### src/hdl/hslt_pkg.sv
package hslt_pkg;

    // fmix64 style hash step
    localparam logic [63:0] FMIX_MULT  = 64'hff51afd7ed558ccd;
    localparam int          FMIX_SHIFT = 33;
    localparam int          HALF_W     = 32;

    // Remainder reduction of the 32-bit hash word, one digit per cycle
    localparam int WORD_W    = 32;
    localparam int DIGIT_W   = 8;
    localparam int MOD_STEPS = WORD_W / DIGIT_W;
    localparam int CNT_W     = $clog2(MOD_STEPS);

    typedef enum logic [1:0] {
        CMD_LOCK       = 2'd0,
        CMD_UNLOCK     = 2'd1,
        CMD_LOCK_ALL   = 2'd2,
        CMD_UNLOCK_ALL = 2'd3
    } cmd_t;

    typedef enum logic [1:0] {
        STAT_OK       = 2'd0,
        STAT_BUSY     = 2'd1,
        STAT_NOT_HELD = 2'd2
    } stat_t;

    typedef enum logic [1:0] {
        MUL_NONE = 2'd0,
        MUL_LL   = 2'd1,
        MUL_LH   = 2'd2,
        MUL_HL   = 2'd3
    } mul_sel_t;

    typedef enum logic [2:0] {
        S_IDLE   = 3'd0,
        S_MUL_LL = 3'd1,
        S_MUL_LH = 3'd2,
        S_MUL_HL = 3'd3,
        S_FOLD   = 3'd4,
        S_MOD    = 3'd5,
        S_DONE   = 3'd6
    } state_t;

    typedef struct packed {
        logic     load;
        mul_sel_t mul_sel;
        logic     fold;
        logic     mod_step;
        logic     commit;
    } ctrl_cmd_t;

    typedef struct packed {
        logic exclusive;
        logic out_free;
    } dp_sts_t;

endpackage

### src/hdl/hslt_ctrl.sv
module hslt_ctrl (
    input  logic                  clk,
    input  logic                  rst_n,
    input  logic                  req_valid,
    input  hslt_pkg::dp_sts_t     dp_sts,
    output hslt_pkg::ctrl_cmd_t   ctrl_cmd,
    output logic                  req_stall
);
    import hslt_pkg::*;

    state_t           state_reg;
    state_t           state_next;
    logic [CNT_W-1:0] cnt_reg;
    logic [CNT_W-1:0] cnt_next;

    always_ff @(posedge clk or negedge rst_n)
    begin
        if (!rst_n)
        begin
            state_reg <= S_IDLE;
            cnt_reg   <= '0;
        end
        else
        begin
            state_reg <= state_next;
            cnt_reg   <= cnt_next;
        end
    end

    always_comb
    begin
        state_next        = state_reg;
        cnt_next          = cnt_reg;
        ctrl_cmd          = '0;
        ctrl_cmd.mul_sel  = MUL_NONE;
        req_stall         = 1'b1;
        case (state_reg)
            S_IDLE:
            begin
                req_stall = 1'b0;
                if (req_valid)
                begin
                    ctrl_cmd.load = 1'b1;
                    state_next    = S_MUL_LL;
                end
            end
            S_MUL_LL:
            begin
                // exclusive commands need no hash
                ctrl_cmd.mul_sel = MUL_LL;
                state_next       = dp_sts.exclusive ? S_DONE : S_MUL_LH;
            end
            S_MUL_LH:
            begin
                ctrl_cmd.mul_sel = MUL_LH;
                state_next       = S_MUL_HL;
            end
            S_MUL_HL:
            begin
                ctrl_cmd.mul_sel = MUL_HL;
                state_next       = S_FOLD;
            end
            S_FOLD:
            begin
                ctrl_cmd.fold = 1'b1;
                cnt_next      = '0;
                state_next    = S_MOD;
            end
            S_MOD:
            begin
                ctrl_cmd.mod_step = 1'b1;
                if (cnt_reg == CNT_W'(MOD_STEPS - 1))
                begin
                    cnt_next   = '0;
                    state_next = S_DONE;
                end
                else
                begin
                    cnt_next = cnt_reg + 1'b1;
                end
            end
            S_DONE:
            begin
                // hold until the output register can take the result
                if (dp_sts.out_free)
                begin
                    ctrl_cmd.commit = 1'b1;
                    state_next      = S_IDLE;
                end
            end
            default:
            begin
                state_next = S_IDLE;
            end
        endcase
    end

endmodule

### src/hdl/hslt_dp.sv
module hslt_dp #(
    parameter int SHARD_COUNT = 32
) (
    input  logic                  clk,
    input  logic                  rst_n,
    input  hslt_pkg::ctrl_cmd_t   ctrl_cmd,
    output hslt_pkg::dp_sts_t     dp_sts,
    input  logic [1:0]            cmd,
    input  logic [63:0]           object_address,
    input  logic                  rsp_stall,
    output logic                  rsp_valid,
    output logic                  granted,
    output logic [4:0]            shard_index,
    output logic [1:0]            status,
    output logic [31:0]           held_vector
);
    import hslt_pkg::*;

    localparam int               REM_W   = $clog2(SHARD_COUNT);
    localparam logic [REM_W:0]   SHARD_N = (REM_W + 1)'(SHARD_COUNT);
    localparam int               TBL_N   = 1 << DIGIT_W;
    localparam int               REM_N   = 1 << REM_W;

    // digit value modulo the shard count, one entry per digit value
    function automatic logic [TBL_N*REM_W-1:0] digit_mod_table();
        logic [TBL_N*REM_W-1:0] t;
        t = '0;
        for (int v = 0; v < TBL_N; v++)
        begin
            t[v*REM_W +: REM_W] = REM_W'(v % SHARD_COUNT);
        end
        return t;
    endfunction

    // running remainder moved up one digit, modulo the shard count
    function automatic logic [REM_N*REM_W-1:0] shift_mod_table();
        logic [REM_N*REM_W-1:0] t;
        t = '0;
        for (int r = 0; r < REM_N; r++)
        begin
            t[r*REM_W +: REM_W] = REM_W'((r * TBL_N) % SHARD_COUNT);
        end
        return t;
    endfunction

    localparam logic [TBL_N*REM_W-1:0] DIGIT_MOD = digit_mod_table();
    localparam logic [REM_N*REM_W-1:0] SHIFT_MOD = shift_mod_table();

    // control state
    logic [SHARD_COUNT-1:0] held_reg;
    logic [SHARD_COUNT-1:0] held_next;
    logic                   out_valid_reg;
    logic                   out_valid_next;

    // payload
    cmd_t                   cmd_reg;
    logic [63:0]            h_reg;
    logic [63:0]            acc_reg;
    logic [63:0]            acc_next;
    logic [WORD_W-1:0]      word_reg;
    logic [WORD_W-1:0]      word_next;
    logic [REM_W-1:0]       rem_reg;
    logic [REM_W-1:0]       rem_next;
    logic                   granted_reg;
    logic                   granted_next;
    logic [4:0]             index_reg;
    logic [4:0]             index_next;
    stat_t                  status_reg;
    stat_t                  status_next;

    logic [HALF_W-1:0]      mul_a;
    logic [HALF_W-1:0]      mul_b;
    logic [63:0]            mul_p;
    logic [63:0]            fold_val;
    logic [REM_W-1:0]       shift_rem;
    logic [REM_W-1:0]       digit_rem;
    logic [REM_W:0]         digit_sum;
    logic [SHARD_COUNT-1:0] shard_mask;
    logic                   shard_set;
    logic [31:0]            rem_ext;
    logic [63:0]            held_ext;

    // shared 32x32 multiplier for the three partial products
    always_comb
    begin
        mul_a = (ctrl_cmd.mul_sel == MUL_HL) ? h_reg[63:HALF_W] : h_reg[HALF_W-1:0];
        mul_b = (ctrl_cmd.mul_sel == MUL_LH) ? FMIX_MULT[63:HALF_W]
                                             : FMIX_MULT[HALF_W-1:0];
        mul_p = 64'(mul_a) * 64'(mul_b);
    end

    always_comb
    begin
        acc_next = acc_reg;
        case (ctrl_cmd.mul_sel)
            MUL_LL:   acc_next = mul_p;
            MUL_LH,
            MUL_HL:   acc_next[63:HALF_W] = acc_reg[63:HALF_W] + mul_p[HALF_W-1:0];
            default:  acc_next = acc_reg;
        endcase
    end

    // second xor-shift, then reduce modulo the shard count a digit at a time:
    // table lookups for the shifted remainder and the new digit, one
    // compare and subtract
    always_comb
    begin
        fold_val  = acc_reg ^ (acc_reg >> FMIX_SHIFT);
        shift_rem = SHIFT_MOD[int'(rem_reg) * REM_W +: REM_W];
        digit_rem = DIGIT_MOD[int'(word_reg[WORD_W-1 -: DIGIT_W]) * REM_W +: REM_W];
        digit_sum = {1'b0, shift_rem} + {1'b0, digit_rem};
        if (digit_sum >= SHARD_N)
        begin
            digit_sum = digit_sum - SHARD_N;
        end
        word_next = word_reg;
        rem_next  = rem_reg;
        if (ctrl_cmd.fold)
        begin
            word_next = fold_val[WORD_W-1:0];
            rem_next  = '0;
        end
        else if (ctrl_cmd.mod_step)
        begin
            rem_next  = digit_sum[REM_W-1:0];
            word_next = word_reg << DIGIT_W;
        end
    end

    // lock table update and result
    always_comb
    begin
        shard_mask     = {{(SHARD_COUNT - 1){1'b0}}, 1'b1} << rem_reg;
        shard_set      = held_reg[rem_reg];
        rem_ext        = 32'(rem_reg);
        held_next      = held_reg;
        granted_next   = 1'b1;
        status_next    = STAT_OK;
        index_next     = rem_ext[4:0];
        case (cmd_reg)
            CMD_LOCK:
            begin
                if (shard_set)
                begin
                    granted_next = 1'b0;
                    status_next  = STAT_BUSY;
                end
                else
                begin
                    held_next = held_reg | shard_mask;
                end
            end
            CMD_UNLOCK:
            begin
                if (!shard_set)
                begin
                    status_next = STAT_NOT_HELD;
                end
                held_next = held_reg & ~shard_mask;
            end
            CMD_LOCK_ALL:
            begin
                index_next = '0;
                if (|held_reg)
                begin
                    granted_next = 1'b0;
                    status_next  = STAT_BUSY;
                end
                else
                begin
                    held_next = '1;
                end
            end
            CMD_UNLOCK_ALL:
            begin
                index_next = '0;
                if (!(&held_reg))
                begin
                    status_next = STAT_NOT_HELD;
                end
                held_next = '0;
            end
            default:
            begin
                held_next = held_reg;
            end
        endcase
    end

    always_comb
    begin
        if (ctrl_cmd.commit)
        begin
            out_valid_next = 1'b1;
        end
        else
        begin
            out_valid_next = out_valid_reg & rsp_stall;
        end
    end

    always_ff @(posedge clk or negedge rst_n)
    begin
        if (!rst_n)
        begin
            held_reg      <= '0;
            out_valid_reg <= 1'b0;
        end
        else
        begin
            if (ctrl_cmd.commit)
            begin
                held_reg <= held_next;
            end
            out_valid_reg <= out_valid_next;
        end
    end

    always_ff @(posedge clk)
    begin
        if (ctrl_cmd.load)
        begin
            cmd_reg <= cmd_t'(cmd);
            h_reg   <= object_address ^ (object_address >> FMIX_SHIFT);
        end
        acc_reg  <= acc_next;
        word_reg <= word_next;
        rem_reg  <= rem_next;
        if (ctrl_cmd.commit)
        begin
            granted_reg <= granted_next;
            index_reg   <= index_next;
            status_reg  <= status_next;
        end
    end

    assign held_ext         = 64'(held_reg);
    assign dp_sts.exclusive = cmd_reg[1];
    assign dp_sts.out_free  = !out_valid_reg || !rsp_stall;
    assign rsp_valid        = out_valid_reg;
    assign granted          = granted_reg;
    assign shard_index      = index_reg;
    assign status           = status_reg;
    assign held_vector      = held_ext[31:0];

endmodule

### src/hdl/hashed_sharded_lock_table_core.sv
// Striped lock table of SHARD_COUNT lock bits. A request carries a command
// and an object address. Shard commands (lock, unlock) hash the address with
// an fmix64 step (xor-shift by 33, multiply by 0xff51afd7ed558ccd, xor-shift
// by 33) and take the low 32 hash bits modulo SHARD_COUNT as the shard. Lock
// grants a free shard and answers busy otherwise; the requester retries.
// Lock-all is all-or-nothing and unlock-all always clears every shard; an
// unlock of a free shard still completes but reports status "not held".
// Every request gives exactly one result item, with the lock bits as they
// stand after the request. One request is in flight at a time. A shard
// command steps through the shared 32x32 multiplier (three partial
// products, one per cycle), the second xor-shift, the modulo reduction
// (8 hash bits per cycle) and the commit, which waits for a free output
// register; the next request is accepted back in idle. Exclusive commands
// skip the remaining partial products and the reduction.
// The result sits in an output register,
// so a new request is accepted while the previous result waits on rsp_stall;
// the table commits only when that register is free. There is no clearing
// pass: the lock bits reset to all free at once.
module hashed_sharded_lock_table_core #(
    parameter int SHARD_COUNT = 32
) (
    input  logic        clk,
    input  logic        rst_n,
    input  logic        req_valid,
    output logic        req_stall,
    input  logic [1:0]  cmd,
    input  logic [63:0] object_address,
    output logic        rsp_valid,
    input  logic        rsp_stall,
    output logic        granted,
    output logic [4:0]  shard_index,
    output logic [1:0]  status,
    output logic [31:0] held_vector
);
    import hslt_pkg::*;

    ctrl_cmd_t ctrl_cmd;
    dp_sts_t   dp_sts;

    // sequence the hash, reduction and commit
    hslt_ctrl u_ctrl (
        .clk       (clk),
        .rst_n     (rst_n),
        .req_valid (req_valid),
        .dp_sts    (dp_sts),
        .ctrl_cmd  (ctrl_cmd),
        .req_stall (req_stall)
    );

    // hash registers, lock bits and output register
    hslt_dp #(
        .SHARD_COUNT (SHARD_COUNT)
    ) u_dp (
        .clk            (clk),
        .rst_n          (rst_n),
        .ctrl_cmd       (ctrl_cmd),
        .dp_sts         (dp_sts),
        .cmd            (cmd),
        .object_address (object_address),
        .rsp_stall      (rsp_stall),
        .rsp_valid      (rsp_valid),
        .granted        (granted),
        .shard_index    (shard_index),
        .status         (status),
        .held_vector    (held_vector)
    );

`ifndef ASSERT_OFF
    // commit only into a free output register
    a_commit_free: assert property (@(posedge clk) disable iff (!rst_n)
        ctrl_cmd.commit |-> dp_sts.out_free)
        else $error("commit while output register is occupied");

    // a commit always presents a result on the next cycle
    a_commit_rsp: assert property (@(posedge clk) disable iff (!rst_n)
        ctrl_cmd.commit |=> rsp_valid)
        else $error("commit did not produce a result");

    // busy is the only refusal
    a_grant_status: assert property (@(posedge clk) disable iff (!rst_n)
        rsp_valid |-> (granted == (status != STAT_BUSY)))
        else $error("granted and status disagree");

    // datapath steps never overlap
    a_step_onehot: assert property (@(posedge clk) disable iff (!rst_n)
        $onehot0({ctrl_cmd.load, ctrl_cmd.fold, ctrl_cmd.mod_step, ctrl_cmd.commit}))
        else $error("overlapping datapath commands");
`endif

endmodule

### config.mk
export PLATFORM = sky130hd
export DESIGN_NAME = hashed_sharded_lock_table_core
export DESIGN_NICKNAME = d
export VERILOG_FILES = /design/src/hdl/hslt_pkg.sv /design/src/hdl/hslt_ctrl.sv /design/src/hdl/hslt_dp.sv /design/src/hdl/hashed_sharded_lock_table_core.sv
export SDC_FILE = /design/constraint.sdc
export NUM_CORES = 2
export LEC_CHECK = 0
export BUFFER_PORTS_ARGS = -buffer_cell sky130_fd_sc_hd__buf_2
export CAP_MARGIN = 10
export CORE_ASPECT_RATIO = 0.6
export CORE_UTILIZATION = 52
export CTS_BUF_LIST = sky130_fd_sc_hd__clkbuf_8
export CTS_CLUSTER_SIZE = 24
export DETAILED_ROUTE_END_ITERATION = 12
export HOLD_SLACK_MARGIN = 0.12
export PLACE_DENSITY_LB_ADDON = 0.1
export REMOVE_ABC_BUFFERS = 1
export SKIP_CTS_REPAIR_TIMING = 1
export SYNTH_ARGS = -nofsm -noshare
export SYNTH_HDL_FRONTEND = slang
export SYNTH_SLANG_ARGS = --single-unit
### constraint.sdc
create_clock -name clk -period 16.1 [get_ports clk]
set_input_delay 3.22 -clock clk [delete_from_list [all_inputs] [get_ports clk]]
set_output_delay 3.22 -clock clk [all_outputs]
set_load 0.1 [all_outputs]
Word level (Yosys, flattened, before mapping)

Index checks and enable logic that the tools add are counted.

Bits in registers: 213
Input port bits: 70
Output and inout port bits: 42
Logic and storage cells: 98

$lt $le $gt $ge: 2
Bitwise logic cells: 6
Reduce and logical (&&, ||, !) cells: 14
Add/sub/neg operators: 4
Muxes and demuxes: 35
Shifts and indexed selects: 3
Eq/ne operators: 18
Multiply operators: 3

Operator list:

| operator                                                      | number |
|---|---|
| variable part select 1280 x 32 -> 5 bit, first input constant | 1 |
| 2-to-1 mux 32 bit                                             | 5 |
| variable part select 160 x 32 -> 5 bit, first input constant  | 1 |
| case mux 32 bit (4 select lines)                              | 1 |
| multiplier 32 x 32 -> 64 bit                                  | 1 |
| case mux 32 bit (2 select lines)                              | 1 |
| XOR 64 x 31 -> 64 bit                                         | 1 |
| adder 32 bit                                                  | 1 |
| bitwise AND 32 bit                                            | 1 |
| inverter 32 bit                                               | 1 |
| bitwise OR 32 bit                                             | 1 |
| AND reduction 32 bit                                          | 1 |
| OR reduction 32 bit                                           | 1 |
| left shift 1 x 5 -> 32 bit, first input constant              | 1 |
| XOR 32 x 31 -> 32 bit                                         | 1 |
| 2-to-1 mux 29 bit                                             | 1 |
| case mux 3 bit (7 select lines)                               | 1 |
| 2-to-1 mux 1 bit                                              | 13 |
| 2-to-1 mux 3 bit                                              | 4 |
| multiplier 8 x 3 -> 11 bit, second input constant             | 1 |
| equality test 2 bit, second input constant                    | 5 |
| equality test 3 bit, second input constant                    | 3 |
| multiplier 5 x 3 -> 8 bit, second input constant              | 1 |
| inequality test 2 bit, second input constant                  | 4 |
| other kinds (24)                                              | 33 |

Logic depth before layout (Yosys ltp)

Word-level depth: 7
Depth in mapped cells: 41

Modules after synthesis

From an unflattened synthesis, not the netlist that was laid out.

Cell total of the unflattened synthesis: 3234
Area total of the unflattened synthesis: 33734.9 µm²

Modules (own cells, without submodules):

| module    | cells each | area an instance (µm²) | times used |
|---|---|---|---|
| hslt_dp   | 3200       | 33385.8                | 1 |
| hslt_ctrl | 34         | 349.1                  | 1 |

Worst setup path after synthesis

No wires, ideal clock.

Kind: reg2reg
From: register u_ctrl.state_reg[1]
To: register u_dp.acc_reg[60], data pin
Arrival time: 9.251 ns
Data required time: 15.828 ns
Cell stages (with the launch flop): 38
Setup slack: 6.578 ns
Period minus slack after synthesis: 9.522 ns
Buffers on the path: 3
Path through: dfrtp_1 nand3b_1 clkbuf_1 clkbuf_1 mux2i_1 inv_1 ha_1 fa_1 fa_1 inv_1 fa_1 inv_1 ha_1 ha_1 fa_1 fa_1 ha_1 clkbuf_1 [2 not listed] nor2_1 o21ai_0 a221o_1 a21oi_1 o21ai_0 a21oi_1 xnor2_1 ha_1 a21oi_1 o21ai_0 a21o_1 a21o_1 a21oi_1 nor2b_1 nor2_1 o22ai_1 a2111oi_0 a21oi_1

Longest elaborated chain between the ends: 7

RTL lines:

| item                                                                         | line                                        | source |
|---|---|---|
| from (decl)                                                                  | hslt_ctrl.sv:11                             | `state_t state_reg;` |
| from (signal assigned)                                                       | hslt_ctrl.sv:25                             | `state_reg <= state_next;` |
| equality test 3 x 2 -> 1 bit or equality test 3 x 1 -> 1 bit (tied branches) | hslt_ctrl.sv:37                             | `case (state_reg)` |
| case mux 2 bit (3 select lines) *                                            | hslt_ctrl.sv:37                             |  |
| equality test 2 bit, on equally long branches                                | hslt_dp.sv:86, hslt_dp.sv:95, hslt_dp.sv:87 |  |
| 2-to-1 mux 32 bit or 2-to-1 mux 29 bit (tied branches)                       | hslt_dp.sv:86, hslt_dp.sv:87                |  |
| multiplier 32 x 32 -> 64 bit                                                 | hslt_dp.sv:89                               | `mul_p = 64'(mul_a) * 64'(mul_b);` |
| adder 32 bit                                                                 | hslt_dp.sv:98                               | `MUL_HL: acc_next[63:HALF_W] = acc_reg[63:HALF_W] + mul_p[HALF_W-1:0];` |
| case mux 32 bit (2 select lines) *                                           | hslt_dp.sv:95                               | `case (ctrl_cmd.mul_sel)` |
| via u_dp.acc_next[60]                                                        | hslt_dp.sv:59                               | `logic [63:0] acc_next;` |
| to (signal assigned)                                                         | hslt_dp.sv:226                              | `acc_reg <= acc_next;` |
| to (decl)                                                                    | hslt_dp.sv:58                               | `logic [63:0] acc_reg;` |

The timed path passes the listed nets; every way through them passes the cells marked *.
A chain may end at the register's enable or synchronous reset.

Worst setup path in the final report

From: register u_ctrl.state_reg[0]
To: register u_dp.acc_reg[58], data pin

Longest elaborated chain between the ends: 7

RTL lines:

| item                                                                         | line                         | source |
|---|---|---|
| equality test 3 x 2 -> 1 bit or equality test 3 x 1 -> 1 bit (tied branches) | hslt_ctrl.sv:37              |  |
| case mux 2 bit (3 select lines) *                                            | hslt_ctrl.sv:37              |  |
| equality test 2 bit, on equally long branches                                | hslt_dp.sv:86, hslt_dp.sv:87 |  |
| 2-to-1 mux 32 bit or 2-to-1 mux 29 bit (tied branches)                       | hslt_dp.sv:86, hslt_dp.sv:87 |  |
| multiplier 32 x 32 -> 64 bit *                                               | hslt_dp.sv:89                |  |
| via u_dp.mul_p[17]                                                           | hslt_dp.sv:73                | `logic [63:0] mul_p;` |
| adder 32 bit *                                                               | hslt_dp.sv:98                |  |
| case mux 32 bit (2 select lines) *                                           | hslt_dp.sv:95                |  |
| via u_dp.acc_next[58]                                                        | hslt_dp.sv:59                |  |

Marked as above.

==> results.md <==
* Max-slew violation count at 0
* Total Routed Length at around 100000 µm
* Warnings from Yosys at 0
* Latest clock arrival within the worst-skew pair at around 600 ps
* Final design utilization at 0.561
* Ports at around 110
* Slowest CP cell: mux2i_1
* Die ar. at 65500 µm²
* CP required at ~16000 ps
* Min Tclk post-route at between 10000 and 15000 ps
* Avg Cell Area, Syn at around 10 µm²
* Synthesized flop and latch total at between 150 and 200
* Worst clock skew at ~29 ps
* Avg WL per Cell at between 20 and 25 µm
* Register area at around 5400 µm²
* # Max-Cap Violations at 0
* CP arrival at ~12000 ps
* Vias per cell at roughly 5.7
* Htree depth at 4
* Number of clock sinks at 187
* Die X at 330 µm
* TritonCTS buffer count at 17
* First-pass GRT wire length at 153000 µm
* Rel. slew slack at 0.139
* Antenna violations before repair at 2
* Synthesized cell area at 33500 µm²
* Core Footprint at approximately 63000 µm²
* Antenna fix cells at 0
* Crit-path max FO at 20
* Final setup viols at 0
* Total number of vias at 23783
* Share of cells above drive strength 1 at 0.0660
* Worst-path clk slew at 130 ps
* Critical path start-end classification: flop to flop
* DR DRC count at 0
* Most frequent cell after synthesis: inv_1
* Worst setup SP type: flop
* PortBufs at between 100 and 150
* Placer Congestion at ~1.0
* Netlist cell types at 74
* Sequential-to-total area share from yosys stat at 0.160
* Asr flop ratio synth at 0.203
* Root buffer selected by CTS: clkbuf_8
* Yosys top cell area share at 0.371
* CP max stage delay at between 700 and 800 ps
* Final Hold Viols at 0
* Outcome: finished, final reports clean
* Starting Density at 0.531
* Drt pass-1 iters at 6
* DR iter-0 viols at between 2000 and 2500
* Setup_tns at 0 ps
* Pin count of the biggest net entering global routing at 67
* Worst setup EP type: flop
* Fill count at 5567
* Synth Flop Type: edfxtp_1
* Nets at 4445
* Max Fclk at 86.6 MHz
* List of most frequent post-synthesis cells: 741 x inv_1, 621 x fa_1, 435 x ha_1
* Hold WC Path Type: flop to flop
* Area Growth Syn to Fin at 5.74%
* Worst Tran Pin Value at around 1300 ps
* FP Rows at 71
* Post-synth top area cell: fa_1
* Fin Hold WS at around 510 ps
* Number of global-route vias before repair at around 24000
* Synth Instances at 3261
* DRT antenna net count at 0
* Largest cells by area after synthesis: fa_1 37%, ha_1 16%, edfxtp_1 13%
* Post-synth EDFFs at 144
* Period utilisation layout at 0.717
* RSZ-0062 raised after global routing: no
* Max reg flops at 64
* GRT overflow at 0
* Clk buf depth at 2
* Tot GR Track Use at 0.328
* CTS tree: built
* Area occupied by multi-input gates at 25000 µm²
* Post-DP HPWL at around 90000 µm
* Die Ht at slightly below 200 µm
==> final timing paths <==
path	startpoint	to	slack, ps	depth (start not counted)
min reg2reg	u_ctrl.cnt_reg[1]	u_ctrl.cnt_reg[1]	510	2
max in group asynchronous	rst_n	u_dp.held_vector[1]	12820	1
max	u_ctrl.state_reg[0]	u_dp.acc_reg[58]	4550	32
min	u_ctrl.cnt_reg[1]	u_ctrl.cnt_reg[1]	510	2
min in group asynchronous	rst_n	u_dp.held_vector[18]	2720	1
max reg2reg	u_ctrl.state_reg[0]	u_dp.acc_reg[58]	4550	32
==> cells in the final DEF, fill, tap and decap left out, types with 10 or more instances in the layout <==
cell	instances
dfrtp_1	38
ha_1	435
nand3_1	24
buf_4	26
nand4_1	23
o21a_1	10
a21oi_1	216
buf_2	111
o21ai_0	101
edfxtp_1	144
xnor2_1	83
mux2i_1	28
a21o_1	60
nand2_1	167
or2_2	17
and3_1	17
clkbuf_8	17
a31oi_1	12
fa_1	621
nor2_1	153
o21bai_1	11
xor2_1	66
nor2b_1	19
nand2b_1	18
a211oi_1	10
mux4_2	10
inv_1	741
==> layer usage <==
| layer | track usage | part of all wire | wire (µm) | vias up |
|---|---|---|---|---|
| li1 | - | - | - | 10542 |
| met1 | 0.501 | 0.47 | 48100 | 12072 |
| met2 | 0.414 | 0.38 | 38600 | 1082 |
| met3 | 0.150 | 0.14 | 14000 | 85 |
| met4 | 0.0676 | 0.017 | 1750 | 2 |
| met5 | 0 | 0.00013 | 13 | - |
==> metrics by stage <==
step | instance area (µm²) | setup slack (ps) | cells
after floorplan | 33200 | 4500 | 3163
after global placement | 35000 | 4940 | 4138
after detailed placement | 35000 | 4930 | 4139
after CTS | 35500 | 4880 | 4171
after global routing | 35500 | 4260 | 4171
final | 35500 | 4550 | 4171
==> area by class of cell <==
class,count,share of cell area
clock inverter,15,0.00653
sequential,187,0.152
timing repair buffer,137,0.0212
multi-input combinational,2234,0.706
tap,839,0.0296
clock buffer,17,0.00660
inverter,742,0.0786
==> worst max-delay path: cells and delay by family, from the launching register on <==
family	cells	cell delay [ps]
XOR/XNOR	1	420
AO/OA/AOI/OAI	10	2830
flip-flops	1	660
adder cells (fa/ha/maj)	10	4210
multiplexers	2	1080
buffers and inverters	6	1310
AND/OR/NAND/NOR	3	710
==> logic make-up (layout without fill, tap and decap cells) <==
logic type / Yosys count / count (layout) / synth area share
fa+ha+maj: 1057 / 1057 / 0.533
buf+inv: 840 / 911 / 0.0941
simple gates: 491 / 491 / 0.0678
compound gates: 488 / 488 / 0.0869
flops: 187 / 187 / 0.160
xor+xnor: 149 / 149 / 0.0389
mux: 48 / 48 / 0.0185
other cells: 1 / 1 / 0.000112
Power is not shown: default switching activity piles up to over one toggle a cycle in this logic, so the estimate is an artifact.
